--- config.mk ---
export PLATFORM = sky130hd
export DESIGN_NAME = bms_status_frame_parser_flat
export DESIGN_NICKNAME = d
export VERILOG_FILES = /design/src/bsfp_pkg.sv /design/src/bsfp_if.sv /design/src/bsfp_front.sv /design/src/bsfp_queue.sv /design/src/bsfp_back.sv /design/src/bms_status_frame_parser.sv /design/src/flat_wrapper.sv
export SDC_FILE = /design/constraint.sdc
export NUM_CORES = 1
export LEC_CHECK = 0
export BUFFER_PORTS_ARGS = -buffer_cell sky130_fd_sc_hd__buf_2
export CAP_MARGIN = 5
export CORE_ASPECT_RATIO = 2
export CORE_MARGIN = 8
export CORE_UTILIZATION = 55
export CTS_BUF_LIST = sky130_fd_sc_hd__clkbuf_2
export DETAILED_ROUTE_END_ITERATION = 10
export PLACE_DENSITY = 0.81
export SLEW_MARGIN = 20
export SYNTH_ARGS = -nofsm -noshare
export SYNTH_HDL_FRONTEND = slang
export SYNTH_HIERARCHICAL = 1
export SYNTH_SLANG_ARGS = --single-unit
--- constraint.sdc ---
create_clock -name clk_i -period 10.6 [get_ports clk_i]
set_clock_uncertainty 0.1 [all_clocks]
set_input_delay 0.53 -clock clk_i [delete_from_list [all_inputs] [get_ports clk_i]]
set_output_delay 0.53 -clock clk_i [all_outputs]
set_load 0.01 [all_outputs]
--- src/bsfp_pkg.sv ---
package bsfp_pkg;

  localparam int unsigned CodeW  = 5;
  localparam int unsigned ValueW = 33;
  localparam int unsigned NumFields = 19;

  typedef enum logic [CodeW-1:0] {
    CodeId       = 5'd0,
    CodeCells    = 5'd1,
    CodeVoltage  = 5'd2,
    CodeTempBase = 5'd3,
    CodeCurrent  = 5'd7,
    CodeChem     = 5'd20,
    CodeAverage  = 5'd22,
    CodeMaxCell  = 5'd23,
    CodeMinCell  = 5'd24,
    CodeDelta    = 5'd25,
    CodeStatus   = 5'd26
  } item_code_e;

  typedef enum logic [2:0] {
    StIdle, StDiv, StAvg, StMax, StMin, StDelta, StStat
  } back_state_e;

  localparam logic [7:0] HeadByte0 = 8'h4E;
  localparam logic [7:0] HeadByte1 = 8'h57;
  localparam logic [15:0] MinLength = 16'd21;
  localparam logic [16:0] MinFrame = 17'd23;

  typedef struct packed {
    logic                is_end;
    logic                has_ev;
    logic [CodeW-1:0]    code;
    logic [ValueW-1:0]   value;
    logic [7:0]          label;
    logic                hdr_ok;
    logic                chk_ok;
    logic [20:0]         vtotal;
    logic [5:0]          cells;
    logic [7:0]          hi_label;
    logic [7:0]          lo_label;
    logic [15:0]         delta;
  } job_t;

  function automatic logic [7:0] fld_off(input logic [4:0] k);
    logic [7:0] r;
    case (k)
      5'd0: r = 8'd2;    5'd1: r = 8'd5;    5'd2: r = 8'd8;    5'd3: r = 8'd11;
      5'd4: r = 8'd14;   5'd5: r = 8'd16;   5'd6: r = 8'd18;   5'd7: r = 8'd21;
      5'd8: r = 8'd26;   5'd9: r = 8'd32;   5'd10: r = 8'd35;  5'd11: r = 8'd38;
      5'd12: r = 8'd41;  5'd13: r = 8'd65;  5'd14: r = 8'd71;  5'd15: r = 8'd82;
      5'd16: r = 8'd122; 5'd17: r = 8'd131; 5'd18: r = 8'd137;
      default: r = 8'd255;
    endcase
    return r;
  endfunction

  function automatic logic [2:0] fld_len(input logic [4:0] k);
    logic [2:0] r;
    case (k)
      5'd5, 5'd6, 5'd15, 5'd17, 5'd18: r = 3'd1;
      5'd8, 5'd16: r = 3'd4;
      default: r = 3'd2;
    endcase
    return r;
  endfunction

endpackage

--- src/bsfp_if.sv ---
interface bsfp_if #(
  parameter int unsigned W = 8
);
  logic         valid;
  logic         ready;
  logic [W-1:0] data;

  modport source (output valid, output data, input ready);
  modport sink (input valid, input data, output ready);
endinterface

--- src/bsfp_front.sv ---
module bsfp_front #(
  parameter int unsigned MaxCells = 24
) (
  input  logic              clk_i,
  input  logic              rst_ni,
  input  logic              in_valid_i,
  output logic              in_ready_o,
  input  logic [7:0]        rx_byte_i,
  input  logic              frame_end_i,
  output logic              job_valid_o,
  input  logic              job_ready_i,
  output bsfp_pkg::job_t    job_o
);
  import bsfp_pkg::*;

  logic [15:0] pos_q, len_q, sum_q, rchk_q, hiv_q, lov_q;
  logic [31:0] shift_q;
  logic [5:0]  cells_q;
  logic [20:0] vtot_q;
  logic [7:0]  hil_q, lol_q;
  logic        hdr_q;
  logic [6:0]  ci_q;

  logic [15:0] pos_d, len_d, sum_d, rchk_d, hiv_d, lov_d;
  logic [31:0] shift_d;
  logic [5:0]  cells_d;
  logic [20:0] vtot_d;
  logic [7:0]  hil_d, lol_d;
  logic        hdr_d;
  logic [6:0]  ci_d;
  job_t        job;

  logic fire;
  assign in_ready_o = job_ready_i;
  assign fire = in_valid_i && in_ready_o;

  function automatic logic [15:0] ck_sum(input logic [15:0] s, input logic [16:0] idx,
                                         input logic [15:0] len, input logic [7:0] b);
    logic [15:0] r;
    r = s;
    if (idx + 17'd2 < {1'b0, len}) r = s + {8'd0, b};
    return r;
  endfunction

  function automatic logic [15:0] ck_rx(input logic [15:0] c, input logic [16:0] idx,
                                        input logic [15:0] len, input logic [7:0] b);
    logic [15:0] r;
    r = c;
    if (idx == {1'b0, len}) r = {b, r[7:0]};
    if (idx == {1'b0, len} + 17'd1) r = {r[15:8], b};
    return r;
  endfunction

  always_comb begin
    logic [15:0] idx;
    logic [16:0] rel, off, span;
    logic [7:0]  lb;
    logic [15:0] v, raw16;
    logic [31:0] raw;
    logic [6:0]  c;
    logic [15:0] prod;
    logic signed [17:0] s;
    pos_d = pos_q; len_d = len_q; sum_d = sum_q; rchk_d = rchk_q;
    hiv_d = hiv_q; lov_d = lov_q; shift_d = shift_q; cells_d = cells_q;
    vtot_d = vtot_q; hil_d = hil_q; lol_d = lol_q; hdr_d = hdr_q; ci_d = ci_q;
    job = '0;
    idx = pos_q;
    rel = '0; off = '0; span = '0; lb = '0; v = '0; raw16 = '0; raw = '0; c = '0; s = '0;
    prod = '0;
    if (fire) begin
      if (pos_q != 16'hFFFF) begin
        if (idx == 16'd0) begin
          len_d = '0; sum_d = '0; rchk_d = '0; cells_d = '0; vtot_d = '0;
          lov_d = '0; hiv_d = '0; lol_d = '0; hil_d = '0; hdr_d = 1'b0; ci_d = '0;
        end
        shift_d = {shift_q[23:0], rx_byte_i};
        pos_d = pos_q + 16'd1;
        if (idx == 16'd3) begin
          len_d = shift_d[15:0];
          hdr_d = shift_d[31:24] == HeadByte0 && shift_d[23:16] == HeadByte1 &&
                  shift_d[15:0] > MinLength;
          sum_d = 16'd0; rchk_d = 16'd0;
          for (int k = 0; k < 4; k++) begin
            lb = shift_d[8*(3-k) +: 8];
            sum_d = ck_sum(sum_d, 17'(k), len_d, lb);
            rchk_d = ck_rx(rchk_d, 17'(k), len_d, lb);
          end
        end else if (idx > 16'd3) begin
          sum_d = ck_sum(sum_q, {1'b0, idx}, len_q, rx_byte_i);
          rchk_d = ck_rx(rchk_q, {1'b0, idx}, len_q, rx_byte_i);
        end
        if (idx == 16'd7) begin
          job.has_ev = 1'b1; job.code = CodeId;
          job.value = {9'd0, shift_d[23:0]};
        end else if (idx == 16'd12) begin
          prod = {8'd0, rx_byte_i} * 16'd171;
          c = prod[15:9];
          if (c > 7'(MaxCells)) c = 7'(MaxCells);
          cells_d = c[5:0];
          job.has_ev = 1'b1; job.code = CodeCells; job.value = {26'd0, c};
        end else if (idx >= 16'd13) begin
          rel = {1'b0, idx} - 17'd13;
          span = 17'(cells_q) * 17'd3;
          if (rel < span) begin
            if (ci_q[1:0] == 2'd2) begin
              v = shift_d[15:0];
              lb = shift_d[23:16];
              vtot_d = vtot_q + {5'd0, v};
              if (ci_q[6:2] == 5'd0 || v > hiv_q) begin hiv_d = v; hil_d = lb; end
              if (ci_q[6:2] == 5'd0 || v < lov_q) begin lov_d = v; lol_d = lb; end
              job.has_ev = 1'b1; job.code = CodeVoltage;
              job.value = {17'd0, v}; job.label = lb;
              ci_d = {ci_q[6:2] + 5'd1, 2'd0};
            end else begin
              ci_d = ci_q + 7'd1;
            end
          end else begin
            off = rel - span;
            for (int k = NumFields - 1; k >= 0; k--) begin
              if ({9'd0, fld_off(5'(k))} == off) begin
                raw = shift_d;
                case (fld_len(5'(k)))
                  3'd1: raw = {24'd0, shift_d[7:0]};
                  3'd2: raw = {16'd0, shift_d[15:0]};
                  default: raw = shift_d;
                endcase
                raw16 = raw[15:0];
                job.has_ev = 1'b1;
                job.code = CodeTempBase + 5'(k);
                job.value = {1'b0, raw};
                if (k <= 2) begin
                  s = 18'(signed'(raw16));
                  if (s > 18'sd100) s = 18'sd100 - s;
                  job.value = 33'(s);
                end else if (k == 4) begin
                  job.value = raw16[15] ? {18'd0, raw16[14:0]}
                                        : -{18'd0, raw16[14:0]};
                end else if (k == 17) begin
                  job.value = (raw <= 32'd2) ? {1'b0, raw} : 33'd3;
                end
              end
            end
          end
        end
      end
      if (frame_end_i) begin
        job.is_end = 1'b1;
        job.has_ev = 1'b0;
        job.vtotal = vtot_d;
        job.cells = cells_d;
        job.hi_label = hil_d;
        job.lo_label = lol_d;
        job.delta = hiv_d - lov_d;
        job.hdr_ok = hdr_d;
        job.chk_ok = {1'b0, pos_d} >= MinFrame && {1'b0, pos_d} >= {1'b0, len_d} + 17'd2
                     && sum_d == rchk_d;
        pos_d = '0;
      end
    end
  end

  always_ff @(posedge clk_i or negedge rst_ni) begin
    if (!rst_ni) begin
      pos_q <= '0; len_q <= '0; sum_q <= '0; rchk_q <= '0; hiv_q <= '0; lov_q <= '0;
      shift_q <= '0; cells_q <= '0; vtot_q <= '0; hil_q <= '0; lol_q <= '0;
      hdr_q <= 1'b0; ci_q <= '0;
    end else begin
      pos_q <= pos_d; len_q <= len_d; sum_q <= sum_d; rchk_q <= rchk_d;
      hiv_q <= hiv_d; lov_q <= lov_d; shift_q <= shift_d; cells_q <= cells_d;
      vtot_q <= vtot_d; hil_q <= hil_d; lol_q <= lol_d; hdr_q <= hdr_d; ci_q <= ci_d;
    end
  end

  assign job_valid_o = fire && (job.is_end || job.has_ev);
  assign job_o = job;
endmodule

--- src/bsfp_queue.sv ---
module bsfp_queue (
  input  logic           clk_i,
  input  logic           rst_ni,
  input  logic           wr_valid_i,
  output logic           wr_ready_o,
  input  bsfp_pkg::job_t wr_data_i,
  output logic           rd_valid_o,
  input  logic           rd_ready_i,
  output bsfp_pkg::job_t rd_data_o
);
  import bsfp_pkg::*;

  job_t       mem_q [2];
  logic       wp_q, rp_q;
  logic [1:0] cnt_q;
  logic       wr, rd;

  assign wr_ready_o = cnt_q != 2'd2;
  assign rd_valid_o = cnt_q != 2'd0;
  assign rd_data_o = mem_q[rp_q];
  assign wr = wr_valid_i && wr_ready_o;
  assign rd = rd_valid_o && rd_ready_i;

  always_ff @(posedge clk_i) begin
    if (wr) mem_q[wp_q] <= wr_data_i;
  end

  always_ff @(posedge clk_i or negedge rst_ni) begin
    if (!rst_ni) begin
      wp_q <= 1'b0; rp_q <= 1'b0; cnt_q <= '0;
    end else begin
      if (wr) wp_q <= ~wp_q;
      if (rd) rp_q <= ~rp_q;
      cnt_q <= cnt_q + {1'b0, wr} - {1'b0, rd};
    end
  end
endmodule

--- src/bsfp_back.sv ---
module bsfp_back (
  input  logic              clk_i,
  input  logic              rst_ni,
  input  logic              job_valid_i,
  output logic              job_ready_o,
  input  bsfp_pkg::job_t    job_i,
  output logic              out_valid_o,
  input  logic              out_ready_i,
  output logic [4:0]        item_code_o,
  output logic [32:0]       item_value_o,
  output logic [7:0]        cell_label_o,
  output logic              frame_done_o
);
  import bsfp_pkg::*;

  back_state_e state_q, state_d;
  job_t        job_q, job_d;
  logic [20:0] quo_q, quo_d, rem_q, rem_d;
  logic [4:0]  bit_q, bit_d;
  logic        ov_q, ov_d;
  logic [4:0]  code_q, code_d;
  logic [32:0] val_q, val_d;
  logic [7:0]  lab_q, lab_d;
  logic        done_q, done_d;

  logic out_free;
  assign out_free = !ov_q || out_ready_i;

  always_comb begin
    logic [21:0] trial;
    state_d = state_q; job_d = job_q; quo_d = quo_q; rem_d = rem_q; bit_d = bit_q;
    ov_d = ov_q && !out_ready_i;
    code_d = code_q; val_d = val_q; lab_d = lab_q; done_d = done_q;
    job_ready_o = 1'b0;
    trial = '0;
    unique case (state_q)
      StIdle: begin
        job_ready_o = out_free;
        if (job_valid_i && out_free) begin
          if (job_i.is_end) begin
            job_d = job_i; quo_d = job_i.vtotal; rem_d = '0; bit_d = 5'd20;
            state_d = StDiv;
          end else begin
            ov_d = 1'b1; code_d = job_i.code; val_d = job_i.value;
            lab_d = job_i.label; done_d = 1'b0;
          end
        end
      end
      StDiv: begin
        trial = {rem_q, quo_q[20]} - {16'd0, job_q.cells};
        if (!trial[21]) begin
          rem_d = trial[20:0]; quo_d = {quo_q[19:0], 1'b1};
        end else begin
          rem_d = {rem_q[19:0], quo_q[20]}; quo_d = {quo_q[19:0], 1'b0};
        end
        bit_d = bit_q - 5'd1;
        if (bit_q == 5'd0) state_d = StAvg;
      end
      StAvg: if (out_free) begin
        ov_d = 1'b1; code_d = CodeAverage; lab_d = '0; done_d = 1'b0;
        val_d = (job_q.cells == '0) ? '0 : {12'd0, quo_q};
        state_d = StMax;
      end
      StMax: if (out_free) begin
        ov_d = 1'b1; code_d = CodeMaxCell; val_d = {25'd0, job_q.hi_label};
        state_d = StMin;
      end
      StMin: if (out_free) begin
        ov_d = 1'b1; code_d = CodeMinCell; val_d = {25'd0, job_q.lo_label};
        state_d = StDelta;
      end
      StDelta: if (out_free) begin
        ov_d = 1'b1; code_d = CodeDelta; val_d = {17'd0, job_q.delta};
        state_d = StStat;
      end
      StStat: if (out_free) begin
        ov_d = 1'b1; code_d = CodeStatus; done_d = 1'b1;
        val_d = {31'd0, job_q.chk_ok, job_q.hdr_ok};
        state_d = StIdle;
      end
      default: state_d = StIdle;
    endcase
  end

  always_ff @(posedge clk_i or negedge rst_ni) begin
    if (!rst_ni) begin
      state_q <= StIdle; ov_q <= 1'b0;
    end else begin
      state_q <= state_d; ov_q <= ov_d;
    end
  end

  always_ff @(posedge clk_i) begin
    job_q <= job_d; quo_q <= quo_d; rem_q <= rem_d; bit_q <= bit_d;
    code_q <= code_d; val_q <= val_d; lab_q <= lab_d; done_q <= done_d;
  end

  assign out_valid_o = ov_q;
  assign item_code_o = code_q;
  assign item_value_o = val_q;
  assign cell_label_o = lab_q;
  assign frame_done_o = done_q;
endmodule

--- src/bms_status_frame_parser.sv ---
// A field result is registered in the queue, then in the back end's output register; the
// closing results of a frame follow the bit-serial average divider run after the end byte.
// Throughput: one byte per cycle while the two-entry queue has room; a frame end holds
// the back end through the divider run and the closing results, longer on output stalls.
// Reset (rst_ni low) clears the frame position, all frame statistics and the queue.
module bms_status_frame_parser #(
  parameter int unsigned MAX_CELLS = 24
) (
  input  logic clk_i,
  input  logic rst_ni,
  bsfp_if.sink   in_i,
  bsfp_if.source out_o
);
  import bsfp_pkg::*;

  logic job_valid, job_ready, q_valid, q_ready;
  job_t job, q_job;

  bsfp_front #(.MaxCells(MAX_CELLS)) u_front (
    .clk_i, .rst_ni,
    .in_valid_i(in_i.valid), .in_ready_o(in_i.ready),
    .rx_byte_i(in_i.data[7:0]), .frame_end_i(in_i.data[8]),
    .job_valid_o(job_valid), .job_ready_i(job_ready), .job_o(job)
  );

  bsfp_queue u_queue (
    .clk_i, .rst_ni,
    .wr_valid_i(job_valid), .wr_ready_o(job_ready), .wr_data_i(job),
    .rd_valid_o(q_valid), .rd_ready_i(q_ready), .rd_data_o(q_job)
  );

  bsfp_back u_back (
    .clk_i, .rst_ni,
    .job_valid_i(q_valid), .job_ready_o(q_ready), .job_i(q_job),
    .out_valid_o(out_o.valid), .out_ready_i(out_o.ready),
    .item_code_o(out_o.data[4:0]), .item_value_o(out_o.data[37:5]),
    .cell_label_o(out_o.data[45:38]), .frame_done_o(out_o.data[46])
  );
endmodule

--- src/flat_wrapper.sv ---
// flat-port wrapper written by rule: the top's interface ports become plain ports
module bms_status_frame_parser_flat import bsfp_pkg::*;
#(
  parameter int unsigned MAX_CELLS = 24
)
  (clk_i, rst_ni, in_i_valid, in_i_data, in_i_ready, out_o_valid, out_o_data, out_o_ready);
  bsfp_if #(.W((9))) in_i_i ();
  bsfp_if #(.W((CodeW + ValueW + 8 + 1))) out_o_i ();
  input  logic clk_i;
  input  logic rst_ni;
  input wire logic [$bits(in_i_i.valid)-1:0] in_i_valid;
  input wire logic [$bits(in_i_i.data)-1:0] in_i_data;
  output wire logic [$bits(in_i_i.ready)-1:0] in_i_ready;
  output wire logic [$bits(out_o_i.valid)-1:0] out_o_valid;
  output wire logic [$bits(out_o_i.data)-1:0] out_o_data;
  input wire logic [$bits(out_o_i.ready)-1:0] out_o_ready;
  assign in_i_i.valid = in_i_valid;
  assign in_i_i.data = in_i_data;
  assign in_i_ready = in_i_i.ready;
  assign out_o_valid = out_o_i.valid;
  assign out_o_data = out_o_i.data;
  assign out_o_i.ready = out_o_ready;
  bms_status_frame_parser #(.MAX_CELLS(MAX_CELLS)) u_core (.clk_i(clk_i), .rst_ni(rst_ni), .in_i(in_i_i), .out_o(out_o_i));
endmodule
==> impl_summary.log <==
[metrics] result of the run: completed
[metrics] pin count of the biggest net entering global routing: 98
[metrics] Longest Clk Path Bufs: 3
[metrics] slew at the pin with the worst max-slew slack: 1.24 ns
[metrics] clock input transition at the sequential cells of the worst setup and hold paths: 0.12 ns
[metrics] crit path kind: reg2reg
[metrics] net count after synthesis: between 3000 and 4000
[metrics] capturing element type of the critical path: register
[metrics] signed area change from the synthesized netlist to the final layout: 6.32%
[metrics] post-route design area: 37600 um2
[metrics] Worst setup startpoint: u_core/u_front/pos_q[0]
[metrics] Worst Path Required: 11.39 ns
[metrics] Std-Cell Core Area: 63800 um2
[metrics] Setup Viol. Count Final: 0
[metrics] power density over cell area: 263 nW/um2
[metrics] worst setup path end: u_core/u_queue/mem_q[1][14]
[metrics] via count of the first global-routing pass: 30900
[metrics] worst-case setup slack after placement: 2.37 ns
[metrics] average wire length per cell after detail routing: 27.3 um
[metrics] cell area after synthesis: 35400 um2
[metrics] total placed cells including tap cells: 4407
[metrics] root cell of the clock tree: sky130_fd_sc_hd__clkbuf_2
[metrics] Setup crit start kind: register
[metrics] Static Leak: 15.1 nW
[metrics] overall die height: 375 um
[metrics] number of top-level pins: between 60 and 70
[metrics] first-pass GRT wire length: 186000 um
[metrics] post-CTS setup-driven buffer insertion count: 0
[metrics] count of input and output buffers: 61
[metrics] synthesized instance count: 3697
[metrics] average cell area after synthesis: 9.58 um2
[metrics] global routing met1 resource utilization: about a third
[metrics] maximum capacitance violations: 0
[metrics] R2R setup slack: around 2.2 ns
[metrics] number of standard cells in the final layout excluding fillers: 4636
[metrics] antenna violation net count after detailed routing: 0
[metrics] Cell Area, Placed: 36300 um2
[metrics] number of vias per cell: ~6.6
[metrics] clock sinks: between 500 and 600
[metrics] global-route track usage on met3: ~7.6%
[metrics] relative slew slack: about 17%
[metrics] largest driver fanout on the critical path: 32
[metrics] number of buffers inserted during clock tree synthesis: 111
[metrics] initial standard-cell utilization of the core: 55.5%
[metrics] cells on worst reg2reg path: 28
[metrics] worst vdd ir: between 150 and 200 uV
[metrics] total count of hold-check failures in the final report: 0
[metrics] cell with the largest stage delay on the worst path: sky130_fd_sc_hd__o21a_1
[metrics] post-route fraction of the period consumed by the critical path: 79.4%
[metrics] clock insertion delay at the later pin of the skew report: 1.27 ns
[metrics] combined global-route utilization of all metal layers: 33.9%
[metrics] Pins Over Slew Limit: 0
[metrics] H-tree Lvls: 3
[metrics] Die ar.: 73300 um2
[metrics] Detailed Route WL: 126000 um
[metrics] met2 capacity usage during global routing: 60.3%
[metrics] layout cells sized above 1: 13.5%
[metrics] Worst EP arrival: 9.21 ns
[metrics] highest clock frequency the design can meet: 119 MHz
[metrics] number of violations reported at the end of detailed-routing iteration 0: 2845
[metrics] core occupancy in the finished layout: 59.0%
[metrics] Hold Path Class: in2reg
[metrics] drt drc: 0
[metrics] RSZ-0062 raised after global routing: false
[metrics] Final Total Pwr: 9.92 mW
[metrics] CTS tree: done
[metrics] floorplan die width: a little under 200 um
[metrics] total overflow reported by the global router: 0
[metrics] min setup slack post-route: 2.18 ns
[metrics] net count of the finished layout: 3994
[metrics] time the worst path needs with I/O delays and setup: roughly 8.4 ns
[metrics] yosys warns: 6
[metrics] post-route setup TNS: 0 ns
[metrics] global placer's final weighted congestion: just over 1
[metrics] number of vias after detailed routing: slightly above 30000
[metrics] iteration count of the initial detailed-routing pass: 6
[metrics] most utilized layer in the global route result: met2
[metrics] Critical Path Max Stage Delay: ~0.91 ns
[metrics] post-DP HPWL: ~91000 um
[metrics] reg-to-reg critical path endpoint: u_core/u_queue/mem_q[1][14]
[metrics] Worst Hold Slack: 0.249 ns
[metrics] critical register-to-register path startpoint: u_core/u_front/pos_q[0]
[metrics] floorplan row count: approximately 130
[metrics] antenna violations before repair: 5
[timing repair]
item / CTS / global route
resized for setup: 0 / 0
hold endpoints to repair: 305 / 0
hold buffers: 17 / 0
[layout make-up]
| type | count | area, um2 |
|---|---|---|
| repair buffers | 149 | 1050 |
| well taps | 798 | 998 |
| clock buffers | 155 | 776 |
| clock inverters | 51 | 320 |
| fillers | 5482 | 26100 |
| diodes | 6 | 15.0 |
| inverters | 160 | 601 |
| flip-flops and latches | 529 | 15000 |
| multi-input cells | 2788 | 18900 |
[sequential cells by signal, indices dropped and copies added (netlist names), 2 cells and up]
name                        flops
u_core/u_queue/mem_q          216
u_core/u_back/rem_q            21
u_core/u_front/len_q           16
u_core/u_back/quo_q            21
u_core/u_front/rchk_q          16
u_core/u_front/hil_q            8
u_core/u_front/cells_q          6
u_core/u_front/ci_q             7
u_core/u_front/lol_q            8
u_core/u_front/lov_q           16
u_core/u_back/item_code_o       5
u_core/u_front/hiv_q           16
u_core/u_back/bit_q             5
u_core/u_front/sum_q           16
u_core/u_back/job_q            40
u_core/u_front/shift_q         24
u_core/u_back/cell_label_o      8
u_core/u_back/item_value_o     33
u_core/u_queue/cnt_q            2
u_core/u_front/pos_q           16
u_core/u_back/state_q           3
u_core/u_front/vtot_q          21
[power breakdown]
part           total [mW]  leakage [nW]  internal [mW]  switching [mW]
logic                5.30          8.61           1.89            3.41
registers            3.29          5.71           2.81           0.476
clock network        1.33         0.792          0.485           0.849
total                9.92          15.1           5.18            4.74
[how the worst min path moves through the flow]
| stage | cells past startpoint | slack, ns | startpoint | endpoint |
|---|---|---|---|---|
| finish | 5 | 0.25 | out_o_ready | u_core/u_back/state_q[0] |
| detailed placement | 2 | 0.37 | u_core/u_front/rchk_q[11] | u_core/u_front/rchk_q[11] |
| global placement | 2 | 0.36 | u_core/u_front/hil_q[2] | u_core/u_front/hil_q[2] |
| floorplan | 0 | 0.13 | rst_ni | u_core/u_back/out_valid_o |
| CTS | 5 | 0.10 | out_o_ready | u_core/u_back/state_q[0] |
| global route | 5 | 0.18 | out_o_ready | u_core/u_back/state_q[0] |
[placed cells by master, fill, tap and decap left out, types with 25 or more instances in the layout]
master,count
sky130_fd_sc_hd__nor2_1,285
sky130_fd_sc_hd__edfxtp_1,350
sky130_fd_sc_hd__o21ai_0,201
sky130_fd_sc_hd__inv_1,160
sky130_fd_sc_hd__and3_1,44
sky130_fd_sc_hd__mux2i_1,38
sky130_fd_sc_hd__buf_4,70
sky130_fd_sc_hd__nand4_1,32
sky130_fd_sc_hd__a21oi_1,232
sky130_fd_sc_hd__dfrtp_1,178
sky130_fd_sc_hd__a31oi_1,37
sky130_fd_sc_hd__nor3_1,86
sky130_fd_sc_hd__nand2b_1,27
sky130_fd_sc_hd__or3_1,26
sky130_fd_sc_hd__clkinv_1,32
sky130_fd_sc_hd__nor2b_1,38
sky130_fd_sc_hd__a22o_1,71
sky130_fd_sc_hd__ha_1,221
sky130_fd_sc_hd__a22oi_1,25
sky130_fd_sc_hd__o31ai_1,44
sky130_fd_sc_hd__xnor2_1,97
sky130_fd_sc_hd__a211oi_1,39
sky130_fd_sc_hd__xor2_1,69
sky130_fd_sc_hd__nand3_1,117
sky130_fd_sc_hd__buf_2,60
sky130_fd_sc_hd__nand2_1,453
sky130_fd_sc_hd__mux2_2,134
sky130_fd_sc_hd__o21a_1,31
sky130_fd_sc_hd__clkbuf_2,155
sky130_fd_sc_hd__a21o_1,35
sky130_fd_sc_hd__and2_1,37
[critical path, delay by kind of cell (launching register included)]
family,cells,cell delay [ns]
AO/OA/AOI/OAI,13,3.28
XOR/XNOR,2,0.27
adder cells (fa/ha/maj),4,1.37
buffers and inverters,2,0.25
flip-flops,1,0.66
AND/OR/NAND/NOR,7,2.10
[routing by layer]
layer,share of wire [%],vias to the layer above
li1,-,13700
met4,11,2
met2,51,1615
met3,7.7,681
met1,31,14500
met5,0.0079,-
No activity file was read; power rests on OpenSTA's default activity.
